===== config.mk =====
export PLATFORM = sky130hd
export DESIGN_NAME = deferred_free_slot_allocator
export DESIGN_NICKNAME = d
export VERILOG_FILES = /design/src/sv/dfsa_pkg.sv /design/src/sv/dfsa_ram.sv /design/src/sv/dfsa_front.sv /design/src/sv/dfsa_back.sv /design/src/sv/deferred_free_slot_allocator.sv
export VERILOG_INCLUDE_DIRS = /design/src /design/src/sv
export SDC_FILE = /design/constraint.sdc
export NUM_CORES = 1
export LEC_CHECK = 0
export ABC_AREA = 0
export BUFFER_PORTS_ARGS = -buffer_cell sky130_fd_sc_hd__buf_2
export CORE_MARGIN = 5
export CORE_UTILIZATION = 59
export DETAILED_ROUTE_END_ITERATION = 7
export PLACE_DENSITY = 0.75
export SETUP_SLACK_MARGIN = 0.15
export SLEW_MARGIN = 30
export SYNTH_ARGS = -nofsm -noshare
export SYNTH_HDL_FRONTEND = slang
export SYNTH_SLANG_ARGS = --single-unit

===== constraint.sdc =====
create_clock -name clock -period 17.22 [get_ports clock]
set_clock_uncertainty 0.1 [all_clocks]
set_input_delay 3.444 -clock clock [delete_from_list [all_inputs] [get_ports clock]]
set_output_delay 3.444 -clock clock [all_outputs]
set_load 0.05 [all_outputs]

===== src/sv/deferred_free_slot_allocator_assert.svh =====
// Assertion macros for the slot allocator.
`ifndef DEFERRED_FREE_SLOT_ALLOCATOR_ASSERT_SVH
`define DEFERRED_FREE_SLOT_ALLOCATOR_ASSERT_SVH

// Same-cycle implication.
`define DFSA_ASSERT_NOW(label, clk, rst, ante, cons, msg) \
   label: assert property (@(posedge clk) disable iff (rst) (ante) |-> (cons)) else $error(msg);

// Next-cycle implication.
`define DFSA_ASSERT_NEXT(label, clk, rst, ante, cons, msg) \
   label: assert property (@(posedge clk) disable iff (rst) (ante) |=> (cons)) else $error(msg);

`endif


===== src/sv/dfsa_pkg.sv =====
package dfsa_pkg;

   localparam int SLOTS_DEFAULT = 64;
   localparam int SLOT_W        = 6;
   localparam int STATUS_W      = 2;
   localparam int FREED_W       = 7;
   localparam int MODE_W        = 2;
   localparam int FIF_W         = 4;
   localparam int CDOWN_W       = 5;
   localparam logic [FIF_W-1:0] FIF_RESET = 4'd2;

   localparam logic [MODE_W-1:0] MODE_ALLOC  = 2'd0;
   localparam logic [MODE_W-1:0] MODE_RETIRE = 2'd1;
   localparam logic [MODE_W-1:0] MODE_TICK   = 2'd2;

   localparam logic [STATUS_W-1:0] ST_OK        = 2'd0;
   localparam logic [STATUS_W-1:0] ST_NO_FREE   = 2'd1;
   localparam logic [STATUS_W-1:0] ST_LIST_FULL = 2'd2;

   typedef struct packed {
      logic [MODE_W-1:0] mode;
      logic [SLOT_W-1:0] slot;
   } req_type;

   typedef struct packed {
      logic [SLOT_W-1:0]   granted_slot;
      logic [STATUS_W-1:0] status;
      logic [FREED_W-1:0]  freed_count;
   } rsp_type;

   typedef enum logic [1:0] {
      OP_ALLOC  = 2'd0,
      OP_RETIRE = 2'd1,
      OP_TICK   = 2'd2,
      OP_NOP    = 2'd3
   } op_type;

   typedef struct packed {
      op_type            op;
      logic [SLOT_W-1:0] slot;
   } cmd_type;

   typedef struct packed {
      logic [SLOT_W-1:0]  slot;
      logic [CDOWN_W-1:0] cdown;
   } ret_entry_type;

endpackage


===== src/sv/dfsa_ram.sv =====
module dfsa_ram #(
   parameter int WIDTH = 8,
   parameter int DEPTH = 64,
   localparam int AW = (DEPTH > 1) ? $clog2(DEPTH) : 1
) (
   input  logic             clock,
   input  logic             we,
   input  logic [AW-1:0]    waddr,
   input  logic [WIDTH-1:0] wdata,
   input  logic             re,
   input  logic [AW-1:0]    raddr,
   output logic [WIDTH-1:0] rdata
);

   logic [WIDTH-1:0] mem [DEPTH];
   logic [WIDTH-1:0] rdata_ff;

   always_ff @(posedge clock) begin
      if (we) begin
         mem[waddr] <= wdata;
      end
      if (re) begin
         rdata_ff <= mem[raddr];
      end
   end

   assign rdata = rdata_ff;

endmodule


===== src/sv/dfsa_front.sv =====
module dfsa_front (
   input  logic              clock,
   input  logic              reset,
   input  logic              req_valid,
   output logic              req_ready,
   input  dfsa_pkg::req_type req,
   output logic              cmd_valid,
   input  logic              cmd_ready,
   output dfsa_pkg::cmd_type cmd
);

   dfsa_pkg::cmd_type q_ff [2];
   logic              wr_ptr_ff, wr_ptr_in;
   logic              rd_ptr_ff, rd_ptr_in;
   logic [1:0]        cnt_ff, cnt_in;
   dfsa_pkg::cmd_type cls;
   logic              push, pop;

   // classify
   always_comb begin
      cls.slot = '0;
      case (req.mode)
         dfsa_pkg::MODE_ALLOC: begin
            cls.op = dfsa_pkg::OP_ALLOC;
         end
         dfsa_pkg::MODE_RETIRE: begin
            cls.op   = dfsa_pkg::OP_RETIRE;
            cls.slot = req.slot;
         end
         dfsa_pkg::MODE_TICK: begin
            cls.op = dfsa_pkg::OP_TICK;
         end
         default: begin
            cls.op = dfsa_pkg::OP_NOP;
         end
      endcase
   end

   assign req_ready = (cnt_ff != 2'd2);
   assign cmd_valid = (cnt_ff != 2'd0);
   assign cmd       = q_ff[rd_ptr_ff];
   assign push      = req_valid && req_ready;
   assign pop       = cmd_valid && cmd_ready;

   always_comb begin
      wr_ptr_in = push ? !wr_ptr_ff : wr_ptr_ff;
      rd_ptr_in = pop ? !rd_ptr_ff : rd_ptr_ff;
      cnt_in    = cnt_ff;
      if (push && !pop) begin
         cnt_in = cnt_ff + 2'd1;
      end else if (pop && !push) begin
         cnt_in = cnt_ff - 2'd1;
      end
   end

   always_ff @(posedge clock) begin
      if (reset) begin
         wr_ptr_ff <= 1'b0;
         rd_ptr_ff <= 1'b0;
         cnt_ff    <= 2'd0;
      end else begin
         wr_ptr_ff <= wr_ptr_in;
         rd_ptr_ff <= rd_ptr_in;
         cnt_ff    <= cnt_in;
      end
   end

   always_ff @(posedge clock) begin
      if (push) begin
         q_ff[wr_ptr_ff] <= cls;
      end
   end

endmodule


===== src/sv/dfsa_back.sv =====
module dfsa_back #(
   parameter int SLOTS = dfsa_pkg::SLOTS_DEFAULT
) (
   input  logic                           clock,
   input  logic                           reset,
   input  logic [dfsa_pkg::FIF_W-1:0]     frames_in_flight,
   input  logic                           cmd_valid,
   output logic                           cmd_ready,
   input  dfsa_pkg::cmd_type              cmd,
   output logic                           rsp_valid,
   input  logic                           rsp_ready,
   output dfsa_pkg::rsp_type              rsp
);

   localparam int AW = (SLOTS > 1) ? $clog2(SLOTS) : 1;
   localparam int CW = $clog2(SLOTS + 1);
   localparam int RW = $bits(dfsa_pkg::ret_entry_type);
   localparam logic [CW-1:0] SLOTS_C = CW'(SLOTS);
   localparam logic [CW-1:0] TOP_C   = CW'(SLOTS - 1);

   typedef enum logic [2:0] {
      S_IDLE  = 3'b001,
      S_ALLOC = 3'b010,
      S_TICK  = 3'b100
   } state_type;

   state_type                     state_ff, state_in;
   logic [CW-1:0]                 free_count_ff, free_count_in;
   logic [CW-1:0]                 low_ff, low_in;
   logic [CW-1:0]                 ret_count_ff, ret_count_in;
   logic [AW-1:0]                 idx_ff, idx_in;
   logic [CW-1:0]                 freed_ff, freed_in;
   logic                          pop_dflt_ff, pop_dflt_in;
   logic [dfsa_pkg::SLOT_W-1:0]   pop_val_ff, pop_val_in;
   logic                          rsp_valid_ff, rsp_valid_in;
   dfsa_pkg::rsp_type             rsp_ff, rsp_in;

   logic                          fs_we, fs_re;
   logic [AW-1:0]                 fs_waddr, fs_raddr;
   logic [dfsa_pkg::SLOT_W-1:0]   fs_wdata, fs_rdata;
   logic                          rl_we, rl_re;
   logic [AW-1:0]                 rl_waddr, rl_raddr;
   dfsa_pkg::ret_entry_type       rl_wdata, rl_rdata;

   logic [CW-1:0]                 fc_m1, rc_m1, idx_p1;
   logic [dfsa_pkg::CDOWN_W-1:0]  cdown_dec;
   logic                          out_free;

   dfsa_ram #(.WIDTH(dfsa_pkg::SLOT_W), .DEPTH(SLOTS)) u_free_stack (
      .clock (clock),
      .we    (fs_we),
      .waddr (fs_waddr),
      .wdata (fs_wdata),
      .re    (fs_re),
      .raddr (fs_raddr),
      .rdata (fs_rdata)
   );

   dfsa_ram #(.WIDTH(RW), .DEPTH(SLOTS)) u_retired (
      .clock (clock),
      .we    (rl_we),
      .waddr (rl_waddr),
      .wdata (rl_wdata),
      .re    (rl_re),
      .raddr (rl_raddr),
      .rdata (rl_rdata)
   );

   assign fc_m1     = free_count_ff - CW'(1);
   assign rc_m1     = ret_count_ff - CW'(1);
   assign idx_p1    = CW'(idx_ff) + CW'(1);
   assign cdown_dec = (rl_rdata.cdown == '0) ? '0 : rl_rdata.cdown - dfsa_pkg::CDOWN_W'(1);
   assign out_free  = !rsp_valid_ff || rsp_ready;
   assign cmd_ready = (state_ff == S_IDLE) && out_free;

   always_comb begin
      state_in      = state_ff;
      free_count_in = free_count_ff;
      low_in        = low_ff;
      ret_count_in  = ret_count_ff;
      idx_in        = idx_ff;
      freed_in      = freed_ff;
      pop_dflt_in   = pop_dflt_ff;
      pop_val_in    = pop_val_ff;
      rsp_valid_in  = rsp_valid_ff && !rsp_ready;
      rsp_in        = rsp_ff;
      fs_we         = 1'b0;
      fs_waddr      = '0;
      fs_wdata      = '0;
      fs_re         = 1'b0;
      fs_raddr      = '0;
      rl_we         = 1'b0;
      rl_waddr      = '0;
      rl_wdata      = '0;
      rl_re         = 1'b0;
      rl_raddr      = '0;

      case (state_ff)
         S_IDLE: begin
            if (cmd_valid && cmd_ready) begin
               rsp_in = '0;
               case (cmd.op)
                  dfsa_pkg::OP_ALLOC: begin
                     if (free_count_ff == '0) begin
                        rsp_in.status = dfsa_pkg::ST_NO_FREE;
                        rsp_valid_in  = 1'b1;
                     end else begin
                        // entries below the low mark were never written and read as their reset slot number
                        fs_re         = 1'b1;
                        fs_raddr      = fc_m1[AW-1:0];
                        free_count_in = fc_m1;
                        pop_dflt_in   = (fc_m1 < low_ff);
                        pop_val_in    = dfsa_pkg::SLOT_W'(TOP_C - fc_m1);
                        if (fc_m1 < low_ff) begin
                           low_in = fc_m1;
                        end
                        state_in = S_ALLOC;
                     end
                  end
                  dfsa_pkg::OP_RETIRE: begin
                     if (ret_count_ff == SLOTS_C) begin
                        rsp_in.status = dfsa_pkg::ST_LIST_FULL;
                     end else begin
                        rl_we          = 1'b1;
                        rl_waddr       = ret_count_ff[AW-1:0];
                        rl_wdata.slot  = cmd.slot;
                        rl_wdata.cdown = dfsa_pkg::CDOWN_W'(frames_in_flight)
                                         + dfsa_pkg::CDOWN_W'(1);
                        ret_count_in   = ret_count_ff + CW'(1);
                     end
                     rsp_valid_in = 1'b1;
                  end
                  dfsa_pkg::OP_TICK: begin
                     freed_in = '0;
                     idx_in   = '0;
                     if (ret_count_ff == '0) begin
                        rsp_valid_in = 1'b1;
                     end else begin
                        rl_re    = 1'b1;
                        rl_raddr = '0;
                        state_in = S_TICK;
                     end
                  end
                  default: begin
                     rsp_valid_in = 1'b1;
                  end
               endcase
            end
         end
         S_ALLOC: begin
            rsp_in              = '0;
            rsp_in.granted_slot = pop_dflt_ff ? pop_val_ff : fs_rdata;
            rsp_valid_in        = 1'b1;
            state_in            = S_IDLE;
         end
         S_TICK: begin
            if (cdown_dec != '0) begin
               rl_we          = 1'b1;
               rl_waddr       = idx_ff;
               rl_wdata.slot  = rl_rdata.slot;
               rl_wdata.cdown = cdown_dec;
               if (idx_p1 < ret_count_ff) begin
                  idx_in   = idx_p1[AW-1:0];
                  rl_re    = 1'b1;
                  rl_raddr = idx_p1[AW-1:0];
               end else begin
                  rsp_in             = '0;
                  rsp_in.freed_count = dfsa_pkg::FREED_W'(freed_ff);
                  rsp_valid_in       = 1'b1;
                  state_in           = S_IDLE;
               end
            end else begin
               if (free_count_ff < SLOTS_C) begin
                  fs_we         = 1'b1;
                  fs_waddr      = free_count_ff[AW-1:0];
                  fs_wdata      = rl_rdata.slot;
                  free_count_in = free_count_ff + CW'(1);
                  freed_in      = freed_ff + CW'(1);
               end
               ret_count_in = rc_m1;
               if (CW'(idx_ff) == rc_m1) begin
                  rsp_in             = '0;
                  rsp_in.freed_count = dfsa_pkg::FREED_W'(freed_in);
                  rsp_valid_in       = 1'b1;
                  state_in           = S_IDLE;
               end else begin
                  // last entry moves into this place; check it next
                  rl_re    = 1'b1;
                  rl_raddr = rc_m1[AW-1:0];
               end
            end
         end
         default: begin
            state_in = S_IDLE;
         end
      endcase
   end

   always_ff @(posedge clock) begin
      if (reset) begin
         state_ff      <= S_IDLE;
         free_count_ff <= SLOTS_C;
         low_ff        <= SLOTS_C;
         ret_count_ff  <= '0;
         rsp_valid_ff  <= 1'b0;
      end else begin
         state_ff      <= state_in;
         free_count_ff <= free_count_in;
         low_ff        <= low_in;
         ret_count_ff  <= ret_count_in;
         rsp_valid_ff  <= rsp_valid_in;
      end
   end

   always_ff @(posedge clock) begin
      idx_ff      <= idx_in;
      freed_ff    <= freed_in;
      pop_dflt_ff <= pop_dflt_in;
      pop_val_ff  <= pop_val_in;
      rsp_ff      <= rsp_in;
   end

   assign rsp_valid = rsp_valid_ff;
   assign rsp       = rsp_ff;

endmodule


===== src/sv/deferred_free_slot_allocator.sv =====
// Retire, unused mode and allocate with no free slot are answered from idle; allocate adds
// the registered free-stack read, and tick walks the retired list entry by entry.
// Throughput is set by the back end's single sequencer: a retire per cycle while results
// are taken, an allocate holds it for its free-stack read, a tick for its whole list walk.
// Synchronous reset; no clearing pass: a low-water mark on the free stack makes untouched
// entries read as their reset slot number, so requests are taken right after reset.
`include "deferred_free_slot_allocator_assert.svh"

module deferred_free_slot_allocator #(
   parameter int SLOTS = dfsa_pkg::SLOTS_DEFAULT
) (
   input  logic                       clock,
   input  logic                       reset,
   input  logic                       req_valid,
   output logic                       req_ready,
   input  dfsa_pkg::req_type          req,
   output logic                       rsp_valid,
   input  logic                       rsp_ready,
   output dfsa_pkg::rsp_type          rsp,
   input  logic                       csr_valid,
   output logic                       csr_ready,
   input  logic [dfsa_pkg::FIF_W-1:0] csr_data
);

   logic [dfsa_pkg::FIF_W-1:0] fif_ff, fif_in;
   logic                       cmd_valid, cmd_ready;
   dfsa_pkg::cmd_type          cmd;

   assign csr_ready = 1'b1;
   assign fif_in    = (csr_valid && csr_ready) ? csr_data : fif_ff;

   always_ff @(posedge clock) begin
      if (reset) begin
         fif_ff <= dfsa_pkg::FIF_RESET;
      end else begin
         fif_ff <= fif_in;
      end
   end

   dfsa_front u_front (
      .clock     (clock),
      .reset     (reset),
      .req_valid (req_valid),
      .req_ready (req_ready),
      .req       (req),
      .cmd_valid (cmd_valid),
      .cmd_ready (cmd_ready),
      .cmd       (cmd)
   );

   dfsa_back #(.SLOTS(SLOTS)) u_back (
      .clock            (clock),
      .reset            (reset),
      .frames_in_flight (fif_ff),
      .cmd_valid        (cmd_valid),
      .cmd_ready        (cmd_ready),
      .cmd              (cmd),
      .rsp_valid        (rsp_valid),
      .rsp_ready        (rsp_ready),
      .rsp              (rsp)
   );

   `DFSA_ASSERT_NOW(a_no_free_no_grant, clock, reset,
      rsp_valid && (rsp.status == dfsa_pkg::ST_NO_FREE),
      rsp.granted_slot == '0 && rsp.freed_count == '0, "no-free result carries a slot")
   `DFSA_ASSERT_NOW(a_full_clean, clock, reset,
      rsp_valid && (rsp.status == dfsa_pkg::ST_LIST_FULL),
      rsp.granted_slot == '0 && rsp.freed_count == '0, "list-full result carries data")
   `DFSA_ASSERT_NOW(a_freed_ok, clock, reset,
      rsp_valid && (rsp.freed_count != '0),
      rsp.status == dfsa_pkg::ST_OK && rsp.granted_slot == '0, "freed count with bad status")
   `DFSA_ASSERT_NEXT(a_cmd_only_when_out_free, clock, reset, cmd_valid && cmd_ready,
      !rsp_valid || rsp_ready || $past(rsp_valid) == 1'b0 || $past(rsp_ready),
      "command taken while result blocked")

endmodule

==> results.yml <==
global_routing:
  grt_pass1_vias: 28780
  grt_max_degree: 169
  antenna_found_initial: 4
  grt_pass1_wl_microns: 180900
  grt_util_all_layers: 0.2682
  grt_overflow: 0
power_and_ir_drop:
  comb_power_share: 0.171
  p_switching_w: 0.002004
  pwr-share-seq: 0.482
  ir_drop_mv: 0.1011
  clockPowerShare: 0.347
  p_per_area_nw_per_um2: 131.1
  leakagePower_nw: 17.97
  p_int_w: 0.005010
  finalPower_w: 0.007014
  swShare: 0.2857
setup_path:
  r2r-end: "u_back.u_retired.rdata[5]"
  worstPathMaxFanout: 15
  worstPathArrival_ps: 7280
  crit_required_ps: 17420
  cp_slowest_cell: "nor2_1"
  reg2reg_slack_ps: 10680
  path_cells: "buf_2 > nand2b_1 > o211a_1 > inv_1 > nor2_1 > nand2_2 > o32ai_1 > nand2_1 > nor2_1"
  ff2ff_path_depth: 16
  crit_family: "simple AND/OR/NAND/NOR gates"
  path_class: "input pin to flip-flop"
  worst-path-buf-inv: 2
  reg2reg_from: "u_back.idx_ff[0]"
  cp-end-kind: "flip-flop"
  crit_top_cell: "nor2_1"
  startpoint_type: "input pin"
  slowest_delay_ps: 970
logic_synthesis:
  synth_cell_types: 72
  synth_warnings: 0
  ys_async_sr_fraction: 0
  synth_seq_cells: 1190
  synth_edf_count: 1156
  synth_top_area_frac: 0.7140
  yosysSeqAreaShare: 0.7280
  synth_top_flop_cell: "edfxtp_1"
  syn_area_sq_um: 48620
  synthesis.nets: 3527
  syn_inst: 3486
  synthTopCellsByArea: "edfxtp_1, nand2_1, mux2i_1"
  synth_area_leader_cell: "edfxtp_1"
  syn_area_per_cell_sq_um: 13.95
layout:
  final_cell_mix: "edfxtp_1, nand2_1, nor2_1, mux2i_1, a21oi_1"
  areaGrowthSynthToFinish_pct: 10.06
  layout.nets: 3513
  layout_commonest_cell: "edfxtp_1"
  final_cells: 4645
  final_util: 0.6537
  drive_gt1_frac: 0.08926
sta:
  min_period_ps: 7081
  maxSlewHeadroom: 0.3133
  setup_ws_ps: 10140
  setup_viol: 0
  grt_setup_unrepaired: "false"
  max_freq_mhz: 141.2
  worst_slew_pin_slew_ps: 1026
  fin_setup_tns_ps: 0
  min_period_over_period: 0.4112
  finalHoldViolCount: 0
  drv_slew: 0
floorplan:
  die_x_microns: 297.1
  core_sq_um: 81850
  start_util: 0.5940
  die_area_sq_um: 88240
  rows: 105
  die_y_microns: 297.1
  io-pin-count: 35
clocking:
  ctsHtreeMaxLevel: 3
  hold_buffers: 0
  cts_made_buffers: 115
  post_cts_buffers: 0
  cts.sinks: 1190
  cts.repair.resized: 0
  clk_pin_slew_ps: 60
  clock_latency_ps: 710
  cts_tree: "done"
  clockRootBuffer: "clkbuf_16"
  clockBufferDepth: 3
placement:
  portBuffers: 33
  placedCellCount: 4424
  post-dp-hpwl_microns: 73280
  place_ws_ps: 9625
  place_congestion: 0.9127
min_path:
  whs_path_depth: 2
  hp-start: "u_back.low_ff[5]"
  hold_class: "flip-flop to flip-flop"
  hold_end: "u_back.low_ff[5]"
job:
  cap_violations: 0
drt:
  via_count: 30360
  drc: 0
  wl_per_cell_microns: 26.20
  ant_nets: 0
  wirelength_microns: 121700
  drt_iter0_drc: 4597
  first_pass_iters: 6
  viasPerCell: 6.537
run_status:
  status: "finished, final reports clean"
[layout make-up]
class / instances / area [sq um]
timing repair buffer: 87 / 650.6
clock buffer: 150 / 3040
sequential: 1190 / 35400
tap: 1070 / 1339
antenna: 1 / 2.502
inverter: 32 / 120.1
fill: 5619 / 28340
clock inverter: 69 / 616.8
multi-input combinational: 2046 / 12340
[synth_stat cells, types with 4 or more instances]
cell / number
nand3_1: 74
o21ai_0: 66
nand2b_1: 8
nand4_1: 7
a22oi_1: 25
clkbuf_1: 141
a311oi_1: 30
ha_1: 24
a2111oi_0: 6
mux2i_1: 175
o31ai_1: 6
dfxtp_1: 34
o221ai_1: 31
buf_2: 38
a32oi_1: 21
nor3_1: 21
o21a_1: 5
xor2_1: 16
a21boi_0: 4
nor2b_1: 17
nor2_1: 219
a211oi_1: 65
nor4_1: 7
buf_4: 20
inv_1: 30
a21oi_1: 129
or3_1: 11
nand2_1: 708
a32o_1: 95
a2111oi_2: 11
edfxtp_1: 1156
o2111ai_1: 17
a31oi_1: 28
buf_1: 8
o22ai_1: 51
a21o_1: 5
xnor2_1: 22
and3_1: 66
buf_6: 9
o211ai_1: 10
and2_1: 17
[metal layers]
metal | wire length [microns] | GRT usage | part of all wire
met5 | 54 | 0 | 0.00044
met1 | 49110 | 0.4114 | 0.40
met2 | 52930 | 0.3858 | 0.43
met4 | 3657 | 0.07998 | 0.030
met3 | 15940 | 0.06656 | 0.13
[cells by family (layout without fill, tap and decap cells)]
family,count (synthesis),after routing,share of synthesized area
xor gates and xnor gates,41,41,0.008107
AOI/OAI and AO/OA,629,629,0.09554
other,1,2,0.00007714
buffers and inverters,250,338,0.02368
DFF,1190,1190,0.7280
adders and majority gates,24,24,0.006177
muxes,176,176,0.03626
and+or+nand+nor,1175,1175,0.1021
[power groups by stage]
stage | Combinational [W] | Clock (W) | Sequential, W
6_report | 0.00120 | 0.00243 | 0.00338
5_1_grt | 0.00129 | 0.00258 | 0.00339
4_1_cts | 0.00118 | 0.00245 | 0.00338
3_5_place_dp | 0.00117 | 0 | 0.00344
3_3_place_gp | 0.00115 | 0 | 0.00344
2_1_floorplan | 0.000747 | 0 | 0.00346
[metrics by stage]
step	cell area, sq um	hold WS, ps
3_5_place_dp	49770	363.8
6_report	53510	377.7
2_1_floorplan	48620	335.4
4_1_cts	53430	378.2
3_3_place_gp	49720	343.0
5_1_grt	53500	395.1
[worst max path at each step]
stage	start	to	slack, ps	cells after the start
after floorplan	rsp_ready	u_back.u_retired.mem[0][10]	9200	8
after global placement	rsp_ready	u_back.u_retired.mem[18][7]	9320	9
after detailed placement	rsp_ready	u_back.u_retired.mem[18][1]	9630	9
after CTS	rsp_ready	u_back.u_retired.mem[10][2]	10280	9
after global routing	rsp_ready	u_back.u_retired.mem[41][2]	9960	9
final	rsp_ready	u_back.u_retired.mem[42][7]	10140	9
[sequential cells by signal, indices dropped and copies added, names as in the netlist, named ones only]
register and count:
u_back.rsp_valid 1, u_back.u_free_stack.rdata 6, u_back.ret_count_ff 7, u_back.pop_val_ff 6, u_back.rsp 15, u_front.q_ff 16, u_front.rd_ptr_ff 1, u_front.wr_ptr_ff 1
u_back.freed_ff 7, u_back.u_free_stack.mem 384, u_back.state_ff 3, u_back.u_retired.mem 704, u_back.free_count_ff 7, u_back.low_ff 7, u_back.pop_dflt_ff 1, u_back.u_retired.rdata 11
u_back.idx_ff 6, u_front.cnt_ff 2, fif_ff 4
[worst reg2reg max path, cell delays in order (launching register included)]
cell	delay (ps)
edfxtp_1	570
ha_1	310
xnor2_1	390
inv_1	210
ha_1	340
a21oi_1	130
a21oi_1	90
nor3_1	430
nand2_1	260
a21oi_4	200
buf_12	510
buf_4	850
nand2_1	240
a32o_1	330
o21ai_0	470
o2111ai_1	370
a2111oi_2	480
(Power assumes the default switching activity.)
